[src/rtl/core/ptc_pkg.sv]
// Package for the pressure-to-torque conditioner: widths, codes, helper types.
// No dependencies; imported by every module under rtl/core.
package ptc_pkg;
	localparam int CHANNELS = 4;
	localparam int CH_W = 2;
	localparam int LOAD_FRAC_BITS = 14;
	localparam int SAMPLE_W = 12;
	localparam int FILT_W = 28;
	localparam int LOAD_W = 15;
	localparam int TORQUE_W = 14;
	localparam int SUM_W = 28;
	localparam int CNT_W = 16;
	localparam logic [LOAD_W-1:0] LOAD_ONE = LOAD_W'(1 << LOAD_FRAC_BITS);
	localparam logic [LOAD_W-1:0] LOAD_MAX = LOAD_W'(3 << (LOAD_FRAC_BITS - 1));
	localparam logic [SAMPLE_W-1:0] LOADED_DEFAULT = 12'd1000;

	localparam logic [1:0] PH_IDLE = 2'd0;
	localparam logic [1:0] PH_UNLOADED = 2'd1;
	localparam logic [1:0] PH_LOADED = 2'd2;
	localparam logic [1:0] PH_DONE = 2'd3;

	localparam logic [2:0] REG_ENABLE = 3'd0;
	localparam logic [2:0] REG_PAIR = 3'd1;
	localparam logic [2:0] REG_MAX_TORQUE = 3'd2;
	localparam logic [2:0] REG_ON_THR = 3'd3;
	localparam logic [2:0] REG_OFF_THR = 3'd4;
	localparam logic [2:0] REG_ALPHA = 3'd5;
	localparam logic [2:0] REG_CAL_DUR = 3'd6;
	localparam logic [2:0] REG_MIN_SPAN = 3'd7;

	// per-channel record held in the state memory
	typedef struct packed {
		logic [FILT_W-1:0]   filt;
		logic [SAMPLE_W-1:0] unloaded;
		logic [SAMPLE_W-1:0] loaded;
		logic [LOAD_W-1:0]   load;
		logic                contact;
		logic [SUM_W-1:0]    sum;
	} ch_rec_t;

	// divider request / response
	typedef struct packed {
		logic        start;
		logic [45:0] num;
		logic [33:0] den;
	} div_req_t;

	typedef struct packed {
		logic        done;
		logic [45:0] quo;
	} div_rsp_t;
endpackage

[src/rtl/core/ptc_divider.sv]
// Restoring divider, one quotient bit per cycle; produces a 46-bit quotient.
// Depends on ptc_pkg.
module ptc_divider
	import ptc_pkg::*;
(
	input  logic     clk,
	input  logic     arst_n,
	input  div_req_t req,
	output div_rsp_t rsp
);
	logic [45:0] quo_q;
	logic [46:0] rem_q;
	logic [33:0] den_q;
	logic [5:0]  cnt_q;
	logic        busy_q;
	logic        done_q;
	logic [46:0] shifted;
	logic [46:0] diff;

	always_comb begin
		shifted = {rem_q[45:0], quo_q[45]};
		diff = shifted - {13'd0, den_q};
	end

	// one bit per step
	always_ff @(posedge clk or negedge arst_n) begin
		if (!arst_n) begin
			busy_q <= 1'b0;
			done_q <= 1'b0;
			cnt_q <= '0;
		end else begin
			done_q <= busy_q && !req.start && (cnt_q == 6'd1);
			if (req.start) begin
				busy_q <= 1'b1;
				cnt_q <= 6'd46;
			end else if (busy_q) begin
				cnt_q <= cnt_q - 6'd1;
				if (cnt_q == 6'd1) begin
					busy_q <= 1'b0;
				end
			end
		end
	end

	always_ff @(posedge clk) begin
		if (req.start) begin
			quo_q <= req.num;
			rem_q <= '0;
			den_q <= req.den;
		end else if (busy_q) begin
			if (!diff[46]) begin
				rem_q <= diff;
				quo_q <= {quo_q[44:0], 1'b1};
			end else begin
				rem_q <= shifted;
				quo_q <= {quo_q[44:0], 1'b0};
			end
		end
	end

	assign rsp.done = done_q;
	assign rsp.quo = quo_q;
endmodule

[src/rtl/core/ptc_state_mem.sv]
// Per-channel state memory, one write and one read port, registered read.
// Depends on ptc_pkg.
module ptc_state_mem
	import ptc_pkg::*;
(
	input  logic            clk,
	input  logic            we,
	input  logic [CH_W-1:0] waddr,
	input  ch_rec_t         wdata,
	input  logic [CH_W-1:0] raddr,
	output ch_rec_t         rdata
);
	ch_rec_t mem [CHANNELS];

	always_ff @(posedge clk) begin
		if (we) begin
			mem[waddr] <= wdata;
		end
		rdata <= mem[raddr];
	end
endmodule

[src/rtl/core/pressure_to_torque_conditioner.sv]
// Pressure-to-torque conditioner top level: sequencer, config, output register.
// An assist tick that ends a calibration runs up to two divides per channel, a normal
// assist tick at most one, and a tick without assist none: it skips the channel loop.
// Each divide uses the shared 46-step divider; one tick at a time.
// Throughput: a new tick is taken the cycle after the previous result beat has left.
// After arst_n low, a sweep over all channels writes default levels before the first beat.
module pressure_to_torque_conditioner
	import ptc_pkg::*;
(
	input  logic        clk,
	input  logic        arst_n,
	input  logic        s_tvalid,
	output logic        s_tready,
	// tdata: assist_active, sample_ch0..3, reset_click, unloaded_click, loaded_click
	input  logic [55:0] s_tdata,
	output logic        m_tvalid,
	input  logic        m_tready,
	// tdata: right_torque, left_torque, load_ch0..3, contact_mask, cal_phase
	output logic [95:0] m_tdata,
	input  logic        cfg_valid,
	output logic        cfg_ready,
	input  logic [2:0]  cfg_index,
	input  logic [15:0] cfg_data
);
	localparam logic [3:0] ST_INIT = 4'd0;
	localparam logic [3:0] ST_IDLE = 4'd1;
	localparam logic [3:0] ST_CTRL = 4'd2;
	localparam logic [3:0] ST_RD = 4'd3;
	localparam logic [3:0] ST_WAIT = 4'd4;
	localparam logic [3:0] ST_AVG = 4'd5;
	localparam logic [3:0] ST_AVGW = 4'd6;
	localparam logic [3:0] ST_FILT = 4'd7;
	localparam logic [3:0] ST_NORM = 4'd8;
	localparam logic [3:0] ST_NORMW = 4'd9;
	localparam logic [3:0] ST_WB = 4'd10;
	localparam logic [3:0] ST_TORQ = 4'd11;
	localparam logic [3:0] ST_OUT = 4'd12;

	// configuration registers
	logic        en_q, pair_q;
	logic [13:0] maxt_q;
	logic [14:0] on_q, off_q;
	logic [15:0] alpha_q, dur_q;
	logic [11:0] span_min_q;

	assign cfg_ready = 1'b1;
	always_ff @(posedge clk or negedge arst_n) begin
		if (!arst_n) begin
			en_q <= 1'b0;
			pair_q <= 1'b0;
			maxt_q <= 14'd2500;
			on_q <= 15'd5734;
			off_q <= 15'd3277;
			alpha_q <= 16'd7314;
			dur_q <= 16'd3000;
			span_min_q <= 12'd50;
		end else if (cfg_valid) begin
			unique case (cfg_index)
				REG_ENABLE: en_q <= cfg_data[0];
				REG_PAIR: pair_q <= cfg_data[0];
				REG_MAX_TORQUE: maxt_q <= cfg_data[13:0];
				REG_ON_THR: on_q <= cfg_data[14:0];
				REG_OFF_THR: off_q <= cfg_data[14:0];
				REG_ALPHA: alpha_q <= cfg_data;
				REG_CAL_DUR: dur_q <= cfg_data;
				REG_MIN_SPAN: span_min_q <= cfg_data[11:0];
				default: ;
			endcase
		end
	end

	// control state
	logic [3:0]  st_q;
	logic [CH_W-1:0] ch_q;
	logic [1:0]  phase_q;
	logic        seeded_q;
	logic [15:0] samples_q, elapsed_q;
	logic [55:0] in_q;
	// per-tick actions decided in ST_CTRL
	logic        act_restore_q, act_begin_q, act_accum_q, act_avg_q, act_proc_q;
	logic        seed_tick_q;
	logic [1:0]  avg_phase_q;
	logic [13:0] rt_q, lt_q;
	logic [LOAD_W-1:0] ld_q [CHANNELS];
	logic [CHANNELS-1:0] ct_q;
	logic        mvalid_q;
	logic [95:0] mdata_q;

	ch_rec_t rd, wdata, rec_q;
	logic    we;
	div_req_t dreq;
	div_rsp_t drsp;

	ptc_state_mem u_mem (
		.clk(clk), .we(we), .waddr(ch_q), .wdata(wdata), .raddr(ch_q), .rdata(rd)
	);
	ptc_divider u_div (.clk(clk), .arst_n(arst_n), .req(dreq), .rsp(drsp));

	logic running, assist, c_rst, c_unl, c_ld;
	logic [11:0] x;
	assign running = (phase_q == PH_UNLOADED) || (phase_q == PH_LOADED);
	assign assist = in_q[0];
	assign c_rst = in_q[49];
	assign c_unl = in_q[50];
	assign c_ld = in_q[51];
	always_comb begin
		case (ch_q)
			2'd0: x = in_q[12:1];
			2'd1: x = in_q[24:13];
			2'd2: x = in_q[36:25];
			default: x = in_q[48:37];
		endcase
	end

	// click decode and end of a calibration phase
	logic [15:0] elapsed_nx;
	logic        cal_end, do_restore, do_begin;
	assign elapsed_nx = (elapsed_q != 16'hFFFF) ? elapsed_q + 16'd1 : elapsed_q;
	assign cal_end = elapsed_nx >= dur_q;
	assign do_restore = c_rst && !running;
	assign do_begin = !c_rst && (c_unl || c_ld) && !running;

	// filter step on the fetched record
	logic [27:0] f0, tgt, fnew;
	logic [27:0] dmag;
	logic [43:0] prod;
	logic [27:0] qstep;
	always_comb begin
		f0 = seed_tick_q ? {x, 16'd0} : rec_q.filt;
		tgt = {x, 16'd0};
		dmag = (tgt >= f0) ? tgt - f0 : f0 - tgt;
		prod = dmag * alpha_q + 44'h8000;
		qstep = prod[43:16];
		fnew = (tgt >= f0) ? f0 + qstep : f0 - qstep;
	end

	// normalize numerator/denominator
	logic signed [29:0] num_s;
	logic signed [13:0] span_s;
	logic [12:0] span_u;
	always_comb begin
		num_s = $signed({2'b00, rec_q.filt}) - $signed({2'b00, rec_q.unloaded, 16'd0});
		span_s = $signed({2'b00, rec_q.loaded}) - $signed({2'b00, rec_q.unloaded});
		if (span_s < $signed({2'b00, span_min_q})) span_u = {1'b0, span_min_q};
		else span_u = span_s[12:0];
		if (span_u == 13'd0) span_u = 13'd1;
	end

	// contact update
	logic [LOAD_W-1:0] ldn;
	logic cnew;
	always_comb begin
		if (drsp.quo > {31'd0, LOAD_MAX}) ldn = LOAD_MAX;
		else ldn = drsp.quo[LOAD_W-1:0];
		if (num_s <= 0) ldn = '0;
		cnew = rec_q.contact ? !(ldn <= off_q) : (ldn >= on_q);
	end

	// torque of one channel
	function automatic logic [13:0] torq(input logic [14:0] l, input logic [13:0] m);
		logic [14:0] lc;
		logic [28:0] p;
		begin
			lc = (l > LOAD_ONE) ? LOAD_ONE : l;
			p = lc * m + 29'h2000;
			return p[27:14];
		end
	endfunction

	logic [27:0] avg_sum;
	assign avg_sum = rec_q.sum;

	always_comb begin
		dreq = '0;
		if (st_q == ST_AVG) begin
			dreq.start = 1'b1;
			dreq.num = {18'd0, avg_sum} + {31'd0, samples_q[15:1]};
			dreq.den = {18'd0, samples_q};
		end else if (st_q == ST_NORM && num_s > 0) begin
			// numerator scaled to the load format plus half the divisor
			dreq.start = 1'b1;
			dreq.num = (46'(num_s[27:0]) << LOAD_FRAC_BITS) + (46'(span_u) << 15);
			dreq.den = {5'd0, span_u, 16'd0};
		end
	end

	// write data for the record being processed
	always_comb begin
		wdata = rec_q;
		we = 1'b0;
		if (st_q == ST_INIT) begin
			we = 1'b1;
			wdata = '0;
			wdata.loaded = LOADED_DEFAULT;
		end else if (st_q == ST_WB) begin
			we = 1'b1;
		end
	end

	assign s_tready = (st_q == ST_IDLE) && !mvalid_q;
	assign m_tvalid = mvalid_q;
	assign m_tdata = mdata_q;

	always_ff @(posedge clk) begin
		if (st_q == ST_IDLE && s_tvalid && s_tready) in_q <= s_tdata;
		if (st_q == ST_WAIT) rec_q <= rd;
		// per-channel modify before write back
		if (st_q == ST_FILT) begin
			if (act_accum_q) rec_q.sum <= rec_q.sum + {16'd0, x};
			if (act_restore_q) begin
				rec_q.unloaded <= '0;
				rec_q.loaded <= LOADED_DEFAULT;
				rec_q.load <= '0;
				rec_q.contact <= 1'b0;
			end
			if (act_begin_q) rec_q.sum <= '0;
			if (act_proc_q) rec_q.filt <= fnew;
		end
		if (st_q == ST_AVGW && drsp.done) begin
			if (avg_phase_q == PH_UNLOADED) rec_q.unloaded <= drsp.quo[11:0];
			else rec_q.loaded <= drsp.quo[11:0];
		end
		if (st_q == ST_NORMW && (drsp.done || num_s <= 0)) begin
			rec_q.load <= ldn;
			rec_q.contact <= cnew;
		end
		// held loads and contacts start cleared with the memory sweep
		if (st_q == ST_INIT) begin
			ld_q[ch_q] <= '0;
			ct_q[ch_q] <= 1'b0;
		end
		if (st_q == ST_WB) begin
			ld_q[ch_q] <= rec_q.load;
			ct_q[ch_q] <= rec_q.contact;
		end
		if (st_q == ST_TORQ) begin
			rt_q <= (act_proc_q && en_q) ? torq(pair_q ? ld_q[2] : ld_q[0], maxt_q) : '0;
			lt_q <= (act_proc_q && en_q) ? torq(pair_q ? ld_q[3] : ld_q[1], maxt_q) : '0;
		end
	end

	// sequencer
	always_ff @(posedge clk or negedge arst_n) begin
		if (!arst_n) begin
			st_q <= ST_INIT;
			ch_q <= '0;
			phase_q <= PH_IDLE;
			seeded_q <= 1'b0;
			samples_q <= '0;
			elapsed_q <= '0;
			mvalid_q <= 1'b0;
			act_restore_q <= 1'b0;
			act_begin_q <= 1'b0;
			act_accum_q <= 1'b0;
			act_avg_q <= 1'b0;
			act_proc_q <= 1'b0;
			seed_tick_q <= 1'b0;
			avg_phase_q <= PH_IDLE;
		end else begin
			if (mvalid_q && m_tready) mvalid_q <= 1'b0;
			unique case (st_q)
				ST_INIT: begin
					ch_q <= ch_q + 1'b1;
					if (ch_q == CH_W'(CHANNELS - 1)) st_q <= ST_IDLE;
				end
				ST_IDLE: if (s_tvalid && s_tready) st_q <= ST_CTRL;
				ST_CTRL: begin
					ch_q <= '0;
					act_restore_q <= assist && do_restore;
					act_begin_q <= assist && do_begin;
					act_accum_q <= assist && running;
					act_avg_q <= assist && running && cal_end;
					act_proc_q <= assist && (running ? cal_end : !do_begin);
					seed_tick_q <= !seeded_q || do_restore || running;
					avg_phase_q <= phase_q;
					if (!assist) begin
						seeded_q <= 1'b0;
						if (running) elapsed_q <= elapsed_nx;
						st_q <= ST_TORQ;
					end else begin
						if (running && samples_q != 16'hFFFF) samples_q <= samples_q + 1'b1;
						st_q <= ST_RD;
						if (do_restore) begin
							phase_q <= PH_IDLE;
							seeded_q <= 1'b1;
						end else if (do_begin) begin
							samples_q <= '0;
							elapsed_q <= '0;
							phase_q <= c_unl ? PH_UNLOADED : PH_LOADED;
						end else if (running) begin
							elapsed_q <= elapsed_nx;
							if (cal_end) begin
								phase_q <= PH_DONE;
								seeded_q <= 1'b1;
							end
						end else begin
							seeded_q <= 1'b1;
						end
					end
				end
				ST_RD: st_q <= ST_WAIT;
				ST_WAIT: st_q <= ST_FILT;
				ST_FILT: st_q <= (act_avg_q && samples_q != '0) ? ST_AVG :
					(act_proc_q ? ST_NORM : ST_WB);
				ST_AVG: st_q <= ST_AVGW;
				ST_AVGW: if (drsp.done) st_q <= act_proc_q ? ST_NORM : ST_WB;
				ST_NORM: st_q <= ST_NORMW;
				ST_NORMW: if (drsp.done || num_s <= 0) st_q <= ST_WB;
				ST_WB: begin
					ch_q <= ch_q + 1'b1;
					st_q <= (ch_q == CH_W'(CHANNELS - 1)) ? ST_TORQ : ST_RD;
				end
				ST_TORQ: st_q <= ST_OUT;
				ST_OUT: begin
					mvalid_q <= 1'b1;
					st_q <= ST_IDLE;
				end
				default: st_q <= ST_IDLE;
			endcase
		end
	end

	always_ff @(posedge clk) begin
		if (st_q == ST_OUT) begin
			mdata_q <= {2'd0, phase_q, ct_q, ld_q[3], ld_q[2], ld_q[1], ld_q[0], lt_q, rt_q};
		end
	end
endmodule
[config.mk]
export PLATFORM = sky130hd
export DESIGN_NAME = pressure_to_torque_conditioner
export DESIGN_NICKNAME = d
export VERILOG_FILES = /design/src/rtl/core/ptc_pkg.sv /design/src/rtl/core/ptc_divider.sv /design/src/rtl/core/ptc_state_mem.sv /design/src/rtl/core/pressure_to_torque_conditioner.sv
export SDC_FILE = /design/constraint.sdc
export NUM_CORES = 2
export LEC_CHECK = 0
export ABC_AREA = 1
export BUFFER_PORTS_ARGS = -buffer_cell sky130_fd_sc_hd__buf_2
export CAP_MARGIN = 20
export CORE_UTILIZATION = 70
export CTS_BUF_LIST = sky130_fd_sc_hd__clkbuf_4 sky130_fd_sc_hd__clkbuf_8
export DETAILED_ROUTE_END_ITERATION = 10
export PLACE_DENSITY = 0.85
export SETUP_SLACK_MARGIN = 0.05
export SYNTH_ARGS = -nofsm -noshare
export SYNTH_HDL_FRONTEND = slang
export SYNTH_SLANG_ARGS = --single-unit
[constraint.sdc]
create_clock -name clk -period 21.5 [get_ports clk]
set_clock_uncertainty 0.2 [all_clocks]
set_input_delay 3.225 -clock clk [delete_from_list [all_inputs] [get_ports clk]]
set_output_delay 3.225 -clock clk [all_outputs]
set_load 0.01 [all_outputs]
After elaboration in Yosys (flattened, before gate mapping):

Memory sizes are Yosys's and may differ from the RTL's. A register that Yosys moved wholly into a read port is not among the register bits.
Cells that the tools add are included.

* memories: 2
* word-level logic and storage cells: 252
* bits in writable memories: 444
* register bits after elaboration: 548

Memory list
* u_mem.mem: words 4, width 96, rd ports 1, clocked after Yosys merged registers in 1, wr ports 1, RTL line ptc_state_mem.sv:13 `ch_rec_t mem [CHANNELS];`
* ld_q: words 4, width 15, rd ports 4, clocked after Yosys merged registers in 0, wr ports 1, RTL line pressure_to_torque_conditioner.sv:84 `logic [LOAD_W-1:0] ld_q [CHANNELS];`

* add/sub/neg operators: 17
* mux-type cells: 79
* bitwise logic cells: 4
* equal/unequal tests: 35
* multipliers: 3
* reductions and logical operators: 59
* magnitude comparators: 12

Operator list (count)
* 96-bit 2-to-1 mux: 3
* 28-bit 2-to-1 mux: 6
* 81-bit 2-to-1 mux: 2
* 16-bit 2-to-1 mux: 9
* 46-bit 2-to-1 mux: 3
* 15-bit 2-to-1 mux: 7
* 28-bit subtractor: 3
* 28-bit by 14-bit adder with 28-bit output (second input constant): 2
* 15-bit by 14-bit multiplier with 28-bit output: 2
* 4-bit one-hot mux with 12 select lines: 1
* 47-bit by 34-bit subtractor with 47-bit output: 1
* 46-bit by 15-bit > comparator with 1-bit output (second input constant): 1
* 44-bit by 16-bit adder with 44-bit output (second input constant): 1
* 28-bit by 16-bit multiplier with 44-bit output: 1
* 42-bit by 28-bit adder with 43-bit output: 1
* 40-bit 2-to-1 mux: 1
* 4-bit 2-to-1 mux: 9
* 12-bit one-hot mux with 3 select lines: 1
* 16-bit by 1-bit adder with 16-bit output (second input constant): 2
* 16-bit inequality test (second input constant): 2
* 15-bit > comparator (second input constant): 2
* 28-bit by 15-bit adder with 29-bit output: 1
* 29-bit by 1-bit > comparator with 1-bit output (second input constant): 1
* 29-bit by 1-bit <= comparator with 1-bit output (second input constant): 1
* 54 further kinds: 146

Depth between registers and ports, before layout:

* word-level depth: 13
* gate-level depth with buffers: 80
* mapped depth without buffers: 73

Modules after synthesis:

A second synthesis with hierarchy kept.

* cells, all modules: 9909
* area total of the unflattened synthesis: 82878.2 µm²

By module, submodules not included
* pressure_to_torque_conditioner: cells an instance 6974, sequential area each 12575.8 µm², area an instance 56051.3 µm², times used 1
* ptc_state_mem: cells an instance 1608, sequential area each 13452.9 µm², area an instance 17999.8 µm², times used 1
* ptc_divider: cells an instance 1327, sequential area each 3523.4 µm², area an instance 8827.2 µm², times used 1

Worst setup path before layout:

No wires, ideal clock.

* path type: reg-to-reg
* start: reg ch_q[0]
* end: reg rec_q[95] in the netlist's numbering
* setup time: 0.120 ns
* path buffers: 6
* period minus slack after synthesis: 12.737 ns
* slack: 8.763 ns
* arrival: 12.416 ns
* cell stages (with the launch flop): 71
* data required time: 21.180 ns
* cells stage by stage: dfrtp_1 > clkbuf_1 > inv_1 > clkbuf_1 > clkbuf_1 > ha_1 > buf_1 > a22o_1 > o22ai_1 > o21ai_0 > ha_1 > inv_1 > o21bai_1 > a21oi_1 > nand2_2 > inv_2 > o21ai_2 > nand2_2 > [... 35 more ...] > nand2_1 > inv_1 > o21ai_0 > inv_1 > o21ai_0 > inv_1 > o21ai_0 > a21oi_1 > inv_1 > nand2_1 > inv_1 > nand3_2 > nand2_2 > nand2_2 > nand3_1 > nand2_1 > nor2_1 > nor2_1

* cells in the longest elaborated chain, start to end: 11
* elaborated cells between the ends (all ways): 16
* those cells by class: add/sub (5); mul (1); order compare (1); eq/ne (2); mux (6); reduce/logical (1)

RTL lines
* start, declared: RTL line pressure_to_torque_conditioner.sv:74 `logic [CH_W-1:0] ch_q;`
* start signal, assigned: RTL line pressure_to_torque_conditioner.sv:263 `ch_q <= ch_q + 1'b1;`
* start signal, assigned: RTL line pressure_to_torque_conditioner.sv:310 `ch_q <= ch_q + 1'b1;`
* 2-bit == test (tied with other cells): RTL line pressure_to_torque_conditioner.sv:107 `case (ch_q)`
* 12-bit one-hot mux with 3 select lines (*): RTL line pressure_to_torque_conditioner.sv:107
* 28-bit 2-to-1 mux: RTL line pressure_to_torque_conditioner.sv:129 `f0 = seed_tick_q ? {x, 16'd0} : rec_q.filt;`
* 28-bit subtractor / 28-bit greater-or-equal comparator (equally long branches): RTL line pressure_to_torque_conditioner.sv:131, pressure_to_torque_conditioner.sv:134
* 28-bit 2-to-1 mux: RTL line pressure_to_torque_conditioner.sv:131 `dmag = (tgt >= f0) ? tgt - f0 : f0 - tgt;`
* 28-bit by 16-bit multiplier with 44-bit output: RTL line pressure_to_torque_conditioner.sv:132 `prod = dmag * alpha_q + 44'h8000;`
* 44-bit by 16-bit adder with 44-bit output: RTL line pressure_to_torque_conditioner.sv:132
* 28-bit subtractor / 28-bit adder (equally long branches): RTL line pressure_to_torque_conditioner.sv:134 `fnew = (tgt >= f0) ? f0 + qstep : f0 - qstep;`
* 28-bit 2-to-1 mux (*): RTL line pressure_to_torque_conditioner.sv:134
* 28-bit 2-to-1 mux (*): RTL line pressure_to_torque_conditioner.sv:217 `if (act_proc_q) rec_q.filt <= fnew;`
* 96-bit 2-to-1 mux (*): RTL line pressure_to_torque_conditioner.sv:208 `if (st_q == ST_FILT) begin`
* end signal, assigned: RTL line pressure_to_torque_conditioner.sv:206 `if (st_q == ST_WAIT) rec_q <= rd;`
* end, declared: RTL line pressure_to_torque_conditioner.sv:89 `ch_rec_t rd, wdata, rec_q;`

Every way passes the cells marked *; elsewhere a longest branch is shown, timed or not.
A chain may end at the register's enable or synchronous reset.

Worst setup path in the final report:

* start: reg ch_q[1]
* end: reg rec_q[93] in the netlist's numbering

Same word-level chain as after synthesis.

==> key figures <==
STA
  • RSZ-0062 raised after global routing: no
  • Fin. Hold Viols: 0
  • Slew Limit Fails: 0
  • Tmin final: 16,960 ps
  • Max Freq: 59.0 MHz
  • Period utilisation layout: 78.9%
  • Setup_tns: 0 ps
  • Worst-Margin Slew: 1210 ps
  • Final Setup Violations: 0
  • Headroom to the max-slew limit: 19.5%

Drt
  • Vias: 63,200
  • Routed WL: 217,000 µm
  • DR DRC count: 0
  • Post-DRT Antenna Nets: 0
  • Routed wire per std cell: 20.7 µm
  • DRT iter0 DRCs: 7,126
  • Drt via density: 6.04
  • Initial DRT Pass Iterations: 6

Synth
  • Synth top area share: 26.5%
  • Yosys warns: 0
  • Mapped cell area: 0.0784 mm²
  • Seq/Total Area, Yosys: 37.5%
  • Area contributors post-synth: edfxtp_1, fa_1, ha_1
  • Mean Syn Cell Area: 9.01 µm²
  • Ys async rst share: 13.7%
  • Synth Flop Type: edfxtp_1
  • Yosys top cell by area: edfxtp_1
  • Synthesis-stage register bit count: 1,083
  • Netlist cell types: 83
  • Post-synth EDFFs: 693
  • Post-synthesis cell count: 8,709

Global route
  • First-pass GRT wire length: 336,000 µm
  • GR Overflow Total: 0
  • Vias in the first global route: 62,600
  • Initial antenna violation count: 17
  • Largest net degree at the start of global routing: 87
  • Tot GR Track Use: 38.7%

Setup path
  • Reg-to-Reg Start: ch_q[1]$_DFFE_PN0P_
  • Crit path kind: reg2reg
  • Critical-path maximum fanout: 72
  • Reg2reg setup slack: 4540 ps
  • Worst r2r dst: rec_q[93]$_DFF_P_
  • Slowest cell on crit path: buf_4
  • Crit path from: ch_q[1]$_DFFE_PN0P_
  • Critical Path Most Common Cell: inv_1
  • Nature of the critical path endpoint: flop
  • Data required, critical path: 22,050 ps
  • Critical path startpoint category: flop
  • Worst setup endpoint: rec_q[93]$_DFF_P_
  • Max incr delay on CP: 790 ps
  • Crit path arrival time: 17,510 ps
  • Reg2Reg Depth: 68

Finish
  • Share of post-route cells with drive strength above 1: 7.93%
  • Area grow syn2layout: 7.50%
  • Net count, final: 10,100
  • Final Instance Area: 0.0843 mm²
  • Layout Utilization: 76.1%
  • Fin cells: 10,500

Die
  • Die area: 0.113 mm²
  • I/O pin count: 179
  • Die X-Extent: 337 µm
  • Initial core utilization: 70.8%
  • Row Count: 122
  • Area of the core: 0.111 mm²
  • Die H: 337 µm

CTS
  • Num CTS Buffers: 171
  • TritonCTS clock tree: yes
  • Clock buffer depth: 3
  • Worst-Skew Late Latency: 890 ps
  • Post-CTS Setup Inserts: 0
  • Root Buffer: clkbuf_8
  • Post_cts resized: 0
  • CTS Hold Bufs: 0
  • Reg clk slew, reported paths: 80 ps
  • Clk sink count: 1,083
  • CTS H-Tree Depth: 4

Place
  • Post-DP Area: 0.0805 mm²
  • Port bufs: 171
  • HPWL Detailed: 160,000 µm
  • Placer congestion estimate: 1.00
  • Placed Cells: 10,100

Min path
  • HP Class: reg2reg

Flow run
  • Total of max-cap violations: 0

Outcome
  • Outcome: finished, final reports clean
## worst max-delay path, delay by kind of cell, from the launching register on
family | cells | cell delay (ps)
flops | 1 | 630
buf+inv | 17 | 3180
xor+xnor | 1 | 210
fa+ha+maj | 11 | 5270
compound gates | 14 | 3820
simple gates | 25 | 3460
## flip-flops by register name (all words and copies together) (netlist names), 15 cells and up
signal,flops
u_mem.mem,384
u_mem.rdata,96
m_tdata,94
rec_q,68
ld_q,60
in_q,52
u_div.quo_q,46
u_div.rem_q,46
u_div.den_q,29
avg_sum,28
alpha_q,16
dur_q,16
elapsed_q,16
samples_q,16
off_q,15
on_q,15
## logic make-up (layout without fill, tap and decap cells)
kind of cell / Yosys count / after routing / synth area share, %
other: 2 / 9 / 0.00957
buffers and inverters: 1812 / 2072 / 8.73
AOI/OAI and AO/OA: 1468 / 1468 / 10.5
and+or+nand+nor: 2919 / 2919 / 15.0
muxes: 5 / 5 / 0.0638
xor gates and xnor gates: 205 / 205 / 2.37
DFF: 1083 / 1083 / 37.5
adders and majority gates: 1215 / 1215 / 25.8
## cells in the mapped netlist, types with 35 or more instances
library cell	count
a21oi_1	331
a31oi_1	39
clkbuf_1	259
dfrtp_1	113
dfstp_2	35
dfxtp_1	242
edfxtp_1	693
fa_1	673
ha_1	542
inv_1	1477
nand2_1	1466
nand3_1	140
nand4_1	35
nor2_1	1062
nor3_1	76
o211ai_1	62
o21ai_0	695
o22ai_1	144
xnor2_1	45
xor2_1	153
## worst min-delay path by stage
stage | start | end | slack, ps | cells past startpoint
2_1_floorplan | rt_q[0]$_SDFFCE_PN0P_ | m_tdata[0]$_DFFE_PP_ | 200 | 0
3_3_place_gp | rt_q[10]$_SDFFCE_PN0P_ | m_tdata[10]$_DFFE_PP_ | 200 | 0
3_5_place_dp | rt_q[9]$_SDFFCE_PN0P_ | m_tdata[9]$_DFFE_PP_ | 200 | 0
4_1_cts | lt_q[6]$_SDFFCE_PN0P_ | m_tdata[20]$_DFFE_PP_ | 210 | 0
5_1_grt | rt_q[3]$_SDFFCE_PN0P_ | m_tdata[3]$_DFFE_PP_ | 210 | 0
6_report | rt_q[3]$_SDFFCE_PN0P_ | m_tdata[3]$_DFFE_PP_ | 210 | 0
## per-stage QoR
stage          worst slack, ps  hold slack, ps
4_1_cts                   4990             211
3_3_place_gp              5380             202
6_report                  4540             206
5_1_grt                   3790             209
3_5_place_dp              5050             205
2_1_floorplan             8760             200
## routing by layer
| layer | GRT usage (%) | vias to the layer above | routed length, µm |
|---|---|---|---|
| li1 | - | 28300 | - |
| met1 | 50.6 | 30400 | 80900 |
| met2 | 61.1 | 3750 | 99300 |
| met3 | 8.78 | 692 | 25500 |
| met4 | 19.1 | 8 | 11300 |
| met5 | 0 | - | 49 |
## cell type report
cell class / count / area, µm²
multi-input cells: 5815 / 42300
flip-flops and latches: 1083 / 29400
fillers: 7610 / 26500
inverters: 1521 / 5720
clock buffers: 265 / 3190
well taps: 1488 / 1860
repair buffers: 230 / 1340
clock inverters: 56 / 528
diodes: 6 / 15.0
## cell usage in the layout (no fill, tap or decap), types with 34 or more instances in the layout
master	count
nand4_1	35
clkbuf_4	73
nor3_1	75
o21ai_0	694
nand2_1	1466
clkbuf_8	192
ha_1	542
a31oi_1	39
nand2_2	34
xor2_1	153
edfxtp_1	693
nand3_1	140
fa_1	673
buf_4	57
a21oi_1	331
xnor2_1	44
o211ai_1	62
nor2_1	1055
dfrtp_1	111
dfstp_2	35
o22ai_1	144
buf_2	170
inv_1	1472
dfxtp_1	242
clkinv_1	46
Power is not shown: default switching activity piles up to over one toggle a cycle in this logic, so the estimate is an artifact.
